### config.mk
export PLATFORM = sky130hd
export DESIGN_NAME = hte_packer
export DESIGN_NICKNAME = d
export VERILOG_FILES = /design/src/rtl/hte_pkg.sv /design/src/rtl/hte_packer.sv
export VERILOG_INCLUDE_DIRS = /design/src /design/src/rtl
export SDC_FILE = /design/constraint.sdc
export NUM_CORES = 1
export LEC_CHECK = 0
export ABC_CLOCK_PERIOD_IN_PS = 5700
export BUFFER_PORTS_ARGS = -buffer_cell sky130_fd_sc_hd__buf_2
export CAP_MARGIN = 10
export CELL_PAD_IN_SITES_DETAIL_PLACEMENT = 0
export CELL_PAD_IN_SITES_GLOBAL_PLACEMENT = 1
export CORE_ASPECT_RATIO = 0.8
export CORE_UTILIZATION = 46
export CTS_BUF_LIST = sky130_fd_sc_hd__clkbuf_16
export CTS_CLUSTER_SIZE = 25
export DETAILED_ROUTE_END_ITERATION = 10
export HOLD_SLACK_MARGIN = 0.05
export PLACE_DENSITY = 0.95
export SLEW_MARGIN = 20
export SYNTH_ARGS = -nofsm -noshare
export SYNTH_HDL_FRONTEND = slang
export SYNTH_SLANG_ARGS = --single-unit
### constraint.sdc
create_clock -name clk -period 5.7 [get_ports clk]
set_input_delay 1.71 -clock clk [delete_from_list [all_inputs] [get_ports clk]]
set_output_delay 1.71 -clock clk [all_outputs]
set_load 0.005 [all_outputs]
### src/rtl/huffman_table_encoder_macros.svh
// Assertion macros shared by the Huffman table encoder modules.
`ifndef HUFFMAN_TABLE_ENCODER_MACROS_SVH
`define HUFFMAN_TABLE_ENCODER_MACROS_SVH

// The consequent must hold in the same cycle as the antecedent.
`define HTE_ASSERT_IMPLIES(label, ante, cons, msg) \
    label: assert property (@(posedge clk) disable iff (!rst_n) (ante) |-> (cons)) \
        else $error(msg);

// The consequent must hold in the cycle after the antecedent.
`define HTE_ASSERT_NEXT(label, ante, cons, msg) \
    label: assert property (@(posedge clk) disable iff (!rst_n) (ante) |=> (cons)) \
        else $error(msg);

`endif

### src/rtl/hte_pkg.sv
// Types and constants shared by the Huffman table encoder modules.
package hte_pkg;

    localparam int KIND_W    = 2;
    localparam int SYM_W     = 8;
    localparam int CODE_W    = 32;
    localparam int LEN_W     = 6;
    localparam int BYTE_W    = 8;
    localparam int PEND_W    = 7;
    localparam int CNT_W     = 3;
    localparam int STREAM_W  = CODE_W + BYTE_W;

    // Request kinds.
    localparam logic [KIND_W-1:0] KIND_LOAD   = 2'd0;
    localparam logic [KIND_W-1:0] KIND_ENCODE = 2'd1;
    localparam logic [KIND_W-1:0] KIND_FLUSH  = 2'd2;

    typedef struct packed {
        logic [KIND_W-1:0] kind;
        logic [SYM_W-1:0]  symbol;
        logic [CODE_W-1:0] code_bits;
        logic [LEN_W-1:0]  code_length;
    } req_word_t;

    typedef struct packed {
        logic [BYTE_W-1:0] out_byte;
        logic              last_byte;
    } res_word_t;

    // Request after the table lookup, handed from the table to the packer.
    typedef struct packed {
        logic [KIND_W-1:0] kind;
        logic              hit;
        logic [LEN_W-1:0]  code_len;
        logic [CODE_W-1:0] code_word;
    } code_item_t;

endpackage

### src/rtl/hte_packer.sv
// Bit packer: appends code bits to the pending byte and emits full bytes.
`include "huffman_table_encoder_macros.svh"

module hte_packer (
    input  logic                clk,
    input  logic                rst_n,
    input  logic                item_valid,
    output logic                item_ready,
    input  hte_pkg::code_item_t item,
    output logic                res_valid,
    input  logic                res_ready,
    output hte_pkg::res_word_t  res_data
);
    import hte_pkg::*;

    localparam int BURST_W = CODE_W;
    localparam int REM_W   = 3;

    logic [BURST_W-1:0]  burst_reg;
    logic [BURST_W-1:0]  burst_next;
    logic [REM_W-1:0]    remain_reg;
    logic [REM_W-1:0]    remain_next;
    logic [PEND_W-1:0]   pend_bits_reg;
    logic [PEND_W-1:0]   pend_bits_next;
    logic [CNT_W-1:0]    pend_cnt_reg;
    logic [CNT_W-1:0]    pend_cnt_next;
    logic                res_accept;
    logic                burst_free;
    logic                take;
    logic [LEN_W-1:0]    total;
    logic [CODE_W-1:0]   word_mask;
    logic [STREAM_W-1:0] stream;
    logic [STREAM_W-1:0] aligned;
    logic [PEND_W-1:0]   enc_pend;
    logic [BYTE_W-1:0]   flush_byte;

    // Output is the top byte of the burst register.
    assign res_valid          = remain_reg != '0;
    assign res_data.out_byte  = burst_reg[BURST_W-1 -: BYTE_W];
    assign res_data.last_byte = remain_reg == REM_W'(1);
    assign res_accept         = res_valid && res_ready;

    // A new word may enter once the last byte of the current burst leaves.
    assign burst_free = (remain_reg == '0) || ((remain_reg == REM_W'(1)) && res_ready);
    assign item_ready = burst_free;
    assign take       = item_valid && burst_free;

    // Join pending bits and code bits into one stream, earliest bit highest.
    assign total     = LEN_W'(pend_cnt_reg) + item.code_len;
    assign word_mask = ~({CODE_W{1'b1}} << item.code_len);
    assign stream    = (STREAM_W'(pend_bits_reg) << item.code_len)
                     | STREAM_W'(item.code_word & word_mask);
    assign aligned   = stream << (LEN_W'(STREAM_W) - total);
    assign enc_pend  = stream[PEND_W-1:0] & ~({PEND_W{1'b1}} << total[CNT_W-1:0]);

    // Flush pads the pending bits with zeros on the right.
    assign flush_byte = {1'b0, pend_bits_reg} << (4'(BYTE_W) - {1'b0, pend_cnt_reg});

    always_comb
    begin
        burst_next     = res_accept ? (burst_reg << BYTE_W) : burst_reg;
        remain_next    = remain_reg - REM_W'(res_accept);
        pend_bits_next = pend_bits_reg;
        pend_cnt_next  = pend_cnt_reg;
        if (take)
        begin
            unique case (item.kind)
                KIND_ENCODE:
                begin
                    burst_next     = aligned[STREAM_W-1 -: BURST_W];
                    remain_next    = total[LEN_W-1:CNT_W];
                    pend_bits_next = enc_pend;
                    pend_cnt_next  = total[CNT_W-1:0];
                end
                KIND_FLUSH:
                begin
                    burst_next     = {flush_byte, {(BURST_W - BYTE_W){1'b0}}};
                    remain_next    = (pend_cnt_reg != '0) ? REM_W'(1) : '0;
                    pend_bits_next = '0;
                    pend_cnt_next  = '0;
                end
                default:
                begin
                    remain_next = '0;
                end
            endcase
        end
    end

    always_ff @(posedge clk or negedge rst_n)
    begin
        if (!rst_n)
        begin
            remain_reg    <= '0;
            pend_bits_reg <= '0;
            pend_cnt_reg  <= '0;
        end
        else
        begin
            remain_reg    <= remain_next;
            pend_bits_reg <= pend_bits_next;
            pend_cnt_reg  <= pend_cnt_next;
        end
    end

    always_ff @(posedge clk)
    begin
        burst_reg <= burst_next;
    end

    // A burst that still holds bytes keeps offering them.
    `HTE_ASSERT_NEXT(a_burst_continues, res_accept && (remain_reg > REM_W'(1)), res_valid, "burst dropped bytes")
    // A flush always leaves the accumulator empty.
    `HTE_ASSERT_NEXT(a_flush_clears, take && (item.kind == KIND_FLUSH), pend_cnt_reg == '0, "flush left pending bits")
    // Pending bits above the pending count are always zero.
    `HTE_ASSERT_IMPLIES(a_pend_clean, 1'b1, (pend_bits_reg & ({PEND_W{1'b1}} << pend_cnt_reg)) == '0, "stray pending bits")
    // An absent symbol produces no output word.
    `HTE_ASSERT_NEXT(a_miss_silent, take && !item.hit && (item.kind == KIND_ENCODE), !res_valid, "absent symbol emitted a word")

endmodule

==> results of run 1 <==
## cell type report
class | instances | area, um^2 | share of cell area [%]
Multi-Input combinational cell | 730 | 5238 | 73.71
Sequential cell | 45 | 965.9 | 13.59
Timing Repair Buffer | 78 | 450.4 | 6.339
Tap cell | 180 | 225.2 | 3.170
Clock buffer | 5 | 125.1 | 1.761
Inverter | 22 | 82.58 | 1.162
Clock inverter | 3 | 18.77 | 0.2641
## worst paths after layout
path,from,slack [ns],end
max,item[32],0.45,burst_reg[11]
min in group asynchronous,rst_n,1.29,pend_bits_reg[2]
max in group asynchronous,rst_n,4.18,remain_reg[1]
min reg2reg,burst_reg[3],0.46,burst_reg[3]
max reg2reg,pend_cnt_reg[0],1.38,burst_reg[11]
min,burst_reg[3],0.46,burst_reg[3]
## per-stage QoR
step / setup WS (ns) / hold WS (ns) / power (mW)
finish: 0.4531 / 0.4638 / 5.331
global route: 0.3988 / 0.4898 / 5.611
CTS: 0.6374 / 0.4640 / 5.116
detailed placement: 0.3402 / 0.4490 / 4.810
global placement: 0.4086 / 0.4434 / 4.765
floorplan: 0.1649 / 0.4249 / 3.703
## power groups by stage
| stage | Combinational, mW | Clock (mW) | Sequential, mW |
|---|---|---|---|
| detailed placement | 4.28 | 0 | 0.526 |
| global route | 4.77 | 0.304 | 0.538 |
| floorplan | 3.26 | 0 | 0.441 |
| CTS | 4.30 | 0.291 | 0.521 |
| global placement | 4.24 | 0 | 0.525 |
| finish | 4.52 | 0.288 | 0.526 |
## placed cells by master, fill, tap and decap left out, types with 6 or more instances in the layout
cell,instances
ha_1,13
nand2b_1,11
or3_1,6
mux2i_1,42
buf_2,54
o211ai_1,17
nor2b_1,9
a21oi_1,44
o31ai_1,10
nor2_1,44
a32oi_1,9
mux4_2,22
dfrtp_1,13
nand3_1,26
a21boi_0,8
inv_1,21
a21o_1,7
dfxtp_1,32
a31oi_1,11
nand2_1,121
o22ai_1,20
o21ai_1,9
o21a_1,7
nor3_1,22
a221o_1,9
o221ai_1,9
buf_4,24
a22o_1,16
and2_1,22
a221oi_1,13
mux2_2,19
a22oi_1,14
a211oi_1,11
and3_1,7
o21ai_0,45
## cells by family after synthesis
family	synth area share, %
simple gates	22.33
compound gates	34.30
mux	17.78
xor+xnor	1.124
fa+ha+maj	2.735
buf+inv	7.286
flops	14.46
## worst max-delay path, cell delays in order
cell and delay, ns:
buf_2 0.11, ha_1 0.22, fa_1 0.56, inv_1 0.15
ha_1 0.21, inv_1 0.09, ha_1 0.32, inv_1 0.27
o2111a_1 0.23, a211o_1 0.27, o211ai_1 0.17, o21ai_0 0.15
a221oi_1 0.72, a221o_1 0.29
## per-layer routing
| metal | share of wire, % | up-vias | global-route usage, % |
|---|---|---|---|
| li1 | - | 3437 | - |
| met1 | 42 | 3565 | 45.42 |
| met2 | 42 | 555 | 47.93 |
| met3 | 14 | 63 | 8.483 |
| met4 | 2.1 | 0 | 7.381 |
| met5 | 0 | - | 0 |
==> flow_metrics.tcl, run 1 <==
set metrics [dict create \
    drive_gt1_share_pct 16.42 \
    avgRoutedWirePerCell_um 22.30 \
    grt_pass1_wl_um 37180 \
    design_area_um2 7106 \
    clk_pin_slew_ns 0.07 \
    initial_core_util_pct 48.12 \
    routed_via_density 7.168 \
    synthTopCellsByArea "dfxtp_1 9.6%, mux4_2 7.4%, nand2_1 6.8%" \
    p_per_area_nw_per_um2 750.3 \
    synth_top_area_share_pct 9.590 \
    critPathCaptureType "flop" \
    wirelength_um 23710 \
    max_freq_mhz 190.6 \
    die_h_um 109.8 \
    syn_area_um2 6680 \
    arrival_ns 5.48 \
    clkSinkCount 45 \
    finalNonFillerCells 1063 \
    drv_slew 0 \
    post-synth-top-count-cell "nand2_1" \
    synth_seq_cells 45 \
    rows 38 \
    clk_path_buf_depth 2 \
    combPwrFrac_pct 84.7 \
    reg2reg_depth 13 \
    yosys_warnings 0 \
    gp_congestion 1.065 \
    cts_tree "built" \
    grt_overflow_total 0 \
    ant_nets 0 \
    n_fill_cell 1359 \
    syn_nets 950 \
    syn_area_per_cell_um2 7.497 \
    cts_resized 0 \
    yosysTopAreaCell "dfxtp_1" \
    ir_worst_vdd_uv 550.7 \
    switchingPower_mw 3.054 \
    synth_edf_count 0 \
    first_global_vias 6719 \
    htree_num_levels 2 \
    cp-start-kind "primary input" \
    finalSetupViolations 0 \
    clk_latency_ns 0.29 \
    core_um2 13880 \
    portBuffers 54 \
    hpwl_um 18030 \
    place_area_um2 6962 \
    cts-hold-fix-buffers 0 \
    fin_nets 941 \
    status "finished, final reports clean" \
    grtUsageTotal_pct 32.06 \
    cp_max_fo 12 \
    fp.dieW_um 136.7 \
    synth.distinct_cells 84 \
    numCtsBuffers 5 \
    synth_ff_type "dfxtp_1" \
    largest_register_ffs 32 \
    fin_util_pct 51.18 \
    fin_crit_sh_pct 92.05 \
    cap_viol_max_count 0 \
    critPathRequiredTime_ns 5.93 \
    io-pin-count 56 \
    tightestPinTransition_ns 1.069 \
    hold_depth 2 \
    syn2layout_area_growth_pct 6.368 \
    hold_class "flop to flop" \
    power.share.sequential_pct 9.9 \
    root_buffer "clkbuf_16" \
    timing.final.hold_violations 0 \
    drc 0 \
    syn_inst 891 \
    min_period_ns 5.247 \
    clockPowerShare_pct 5.4 \
    antenna_found_initial 0 \
    critPathKind "primary input to flop" \
    finClkSkew_ns 0.009538 \
    finalSetupTns_ns 0 \
    diodes 0 \
    max_slew_margin_pct 28.70 \
    leakagePower_nw 2.750 \
    die-area_um2 15010 \
    synth_common_cells "121 x nand2_1, 64 x clkbuf_1, 45 x o21ai_0" \
    p_sw_share_pct 57.28 \
    synthArstFlopShare_pct 28.89 \
    dp_cells 1055 \
    postCtsSetupRepairBufs 0 \
    dr_total_vias 7620 \
    rsz0062_at_grt "false" \
    p_int_mw 2.277 \
    ys_seq_area_share_pct 14.46 \
    drt-initial-drc-count 1430 \
    first_pass_iters 7 \
    grt_max_degree 51 \
]
(Power assumes the default switching activity.)
==> inputs of run 2 (changes only) <==
--- a/config.mk
+++ b/config.mk
@@ -6,18 +6,18 @@
 export SDC_FILE = /design/constraint.sdc
 export NUM_CORES = 1
 export LEC_CHECK = 0
-export ABC_CLOCK_PERIOD_IN_PS = 5700
+export ABC_CLOCK_PERIOD_IN_PS = 6400
 export BUFFER_PORTS_ARGS = -buffer_cell sky130_fd_sc_hd__buf_2
 export CAP_MARGIN = 10
 export CELL_PAD_IN_SITES_DETAIL_PLACEMENT = 0
 export CELL_PAD_IN_SITES_GLOBAL_PLACEMENT = 1
 export CORE_ASPECT_RATIO = 0.8
-export CORE_UTILIZATION = 46
+export CORE_UTILIZATION = 45
 export CTS_BUF_LIST = sky130_fd_sc_hd__clkbuf_16
 export CTS_CLUSTER_SIZE = 25
 export DETAILED_ROUTE_END_ITERATION = 10
 export HOLD_SLACK_MARGIN = 0.05
-export PLACE_DENSITY = 0.95
+export PLACE_DENSITY = 0.93
 export SLEW_MARGIN = 20
 export SYNTH_ARGS = -nofsm -noshare
 export SYNTH_HDL_FRONTEND = slang
==> constraint.sdc (replaced) <==
create_clock -name clk -period 6.4 [get_ports clk]
set_input_delay 1.92 -clock clk [delete_from_list [all_inputs] [get_ports clk]]
set_output_delay 1.92 -clock clk [all_outputs]
set_load 0.005 [all_outputs]
==> run 2 against run 1 <==
Against the previous run: via count fell by 1.0%; critical endpoint is now burst_reg[23]; largest power group unchanged; worst setup slack gained 0.35 ns; critical path depth shrank 4; design area is essentially flat; sequential cell count stayed put; global-route usage rose by 0.15 points; core utilization is 1.8 points lower; register-to-register slack improved by 0.72 ns; largest cell class unchanged; the flow now finishes with violations (design-rule violations); worst hold slack got worse by 0.014 ns; clock power rose by 3%; highest routed layer unchanged.
==> flow_metrics.tcl, run 2 (synthesis results as in run 1) <==
set metrics [dict create \
    clk_path_buf_depth 2 \
    n_fill_cell 1422 \
    finClkSkew_ns 0.005212 \
    grt_max_degree 52 \
    fp.dieW_um 138.2 \
    clk_pin_slew_ns 0.06 \
    cts_resized 0 \
    finalNonFillerCells 1064 \
    dp_cells 1056 \
    diodes 0 \
    holdWs_ns 0.4495 \
    cp_max_fo 39 \
    timing.final.hold_violations 0 \
    timing.rr.start "pend_cnt_reg[0]" \
    arrival_ns 5.77 \
    min_period_ns 5.594 \
    drive_gt1_share_pct 16.14 \
    finalSetupViolations 0 \
    finalSetupTns_ns 0 \
    drc 10 \
    grt_overflow_total 0 \
    critPathKind "primary input to flop" \
    dr_total_vias 7540 \
    numCtsBuffers 5 \
    clk_latency_ns 0.29 \
    leakagePower_nw 2.753 \
    rsz0062_at_grt "false" \
    max_slew_margin_pct 28.59 \
    critPathRequiredTime_ns 6.58 \
    violations "design-rule violations" \
    r2r_slack_ns 2.10 \
    ff_latch_area_um2 965.9 \
    p_per_area_nw_per_um2 676.9 \
    postCtsSetupRepairBufs 0 \
    hold_class "flop to flop" \
    reg2reg_to "burst_reg[11]" \
    first_pass_iters 8 \
    die_h_um 111.0 \
    io-pin-count 56 \
    power.total_mw 4.814 \
    drv_slew 0 \
    antenna_found_initial 0 \
    cp-start-kind "primary input" \
    avgRoutedWirePerCell_um 23.29 \
    fin_crit_sh_pct 87.41 \
    tightestPinTransition_ns 1.071 \
    reg2reg_depth 13 \
    grt_pass1_wl_um 38910 \
    grtUsageTotal_pct 32.21 \
    largest_register_ffs 32 \
    cap_viol_max_count 0 \
    syn2layout_area_growth_pct 6.462 \
    portBuffers 54 \
    hold_depth 2 \
    gp_congestion 1.004 \
    layout_common_cells "121 x nand2_1, 54 x buf_2, 45 x o21ai_0" \
    clkSinkCount 45 \
    status "finished with violations" \
    first_global_vias 6752 \
    min-delay-start "burst_reg[0]" \
    drt-initial-drc-count 1116 \
    wirelength_um 24790 \
    max_freq_mhz 178.8 \
    initial_core_util_pct 46.41 \
    hpwl_um 18840 \
    root_buffer "clkbuf_16" \
    holdPathEnd "burst_reg[0]" \
    rows 39 \
    ant_nets 0 \
    ir_worst_vdd_uv 351.9 \
    cts-hold-fix-buffers 0 \
    multi_input_area_um2 5238 \
    place_area_um2 6944 \
    cts_tree "built" \
    design_area_um2 7112 \
    htree_num_levels 2 \
    die-area_um2 15340 \
    layout_commonest_cell "nand2_1" \
    core_um2 14400 \
    critPathCaptureType "flop" \
    routed_via_density 7.086 \
    fin_nets 938 \
]
run 2: area by class of cell:
type | count | area share (%)
clock buffer | 5 | 1.759
tap | 184 | 3.237
multi-input combinational | 730 | 73.65
sequential | 45 | 13.58
timing repair buffer | 75 | 6.017
clock inverter | 3 | 0.5982
inverter | 22 | 1.161
run 2: per-layer routing:
layer	wire, um	GRT usage, %	vias up
li1	-	-	3424
met5	0	0	-
met1	10800	47.26	3594
met3	3119	7.819	44
met4	459	7.790	0
met2	10410	46.77	478
run 2: metrics by stage:
| stage | util, % | worst slack (ns) |
|---|---|---|
| after floorplan | - | 0.6549 |
| after global placement | 48.24 | 0.8059 |
| after detailed placement | 48.24 | 0.7931 |
| after CTS | 49.40 | 1.080 |
| after global routing | 49.40 | 0.6369 |
| final | 49.40 | 0.8056 |
run 2: critical path, cell delays in order:
cell and delay, ns:
buf_2 0.09, buf_4 0.41, mux2i_1 0.57, o22ai_1 0.32, o31ai_1 0.56, nor3_1 0.17, nor3_1 0.75, mux2i_1 0.28
mux2_2 0.35, a221o_1 0.34
run 2: where the power goes:
part	internal [mW]	leakage (nW)	switching, mW
logic	1.52	2.24	2.53
registers	0.355	0.428	0.113
clock network	0.184	0.0852	0.113
run 2: worst max-delay path by stage:
stage / to / startpoint / slack [ns] / cells after the start
CTS: burst_reg[11] / item[32] / 1.08 / 14
finish: burst_reg[23] / item[32] / 0.81 / 10
global route: burst_reg[23] / item[34] / 0.64 / 10
floorplan: burst_reg[25] / item[32] / 0.65 / 15
global placement: burst_reg[11] / item[32] / 0.81 / 14
detailed placement: burst_reg[11] / item[32] / 0.79 / 14
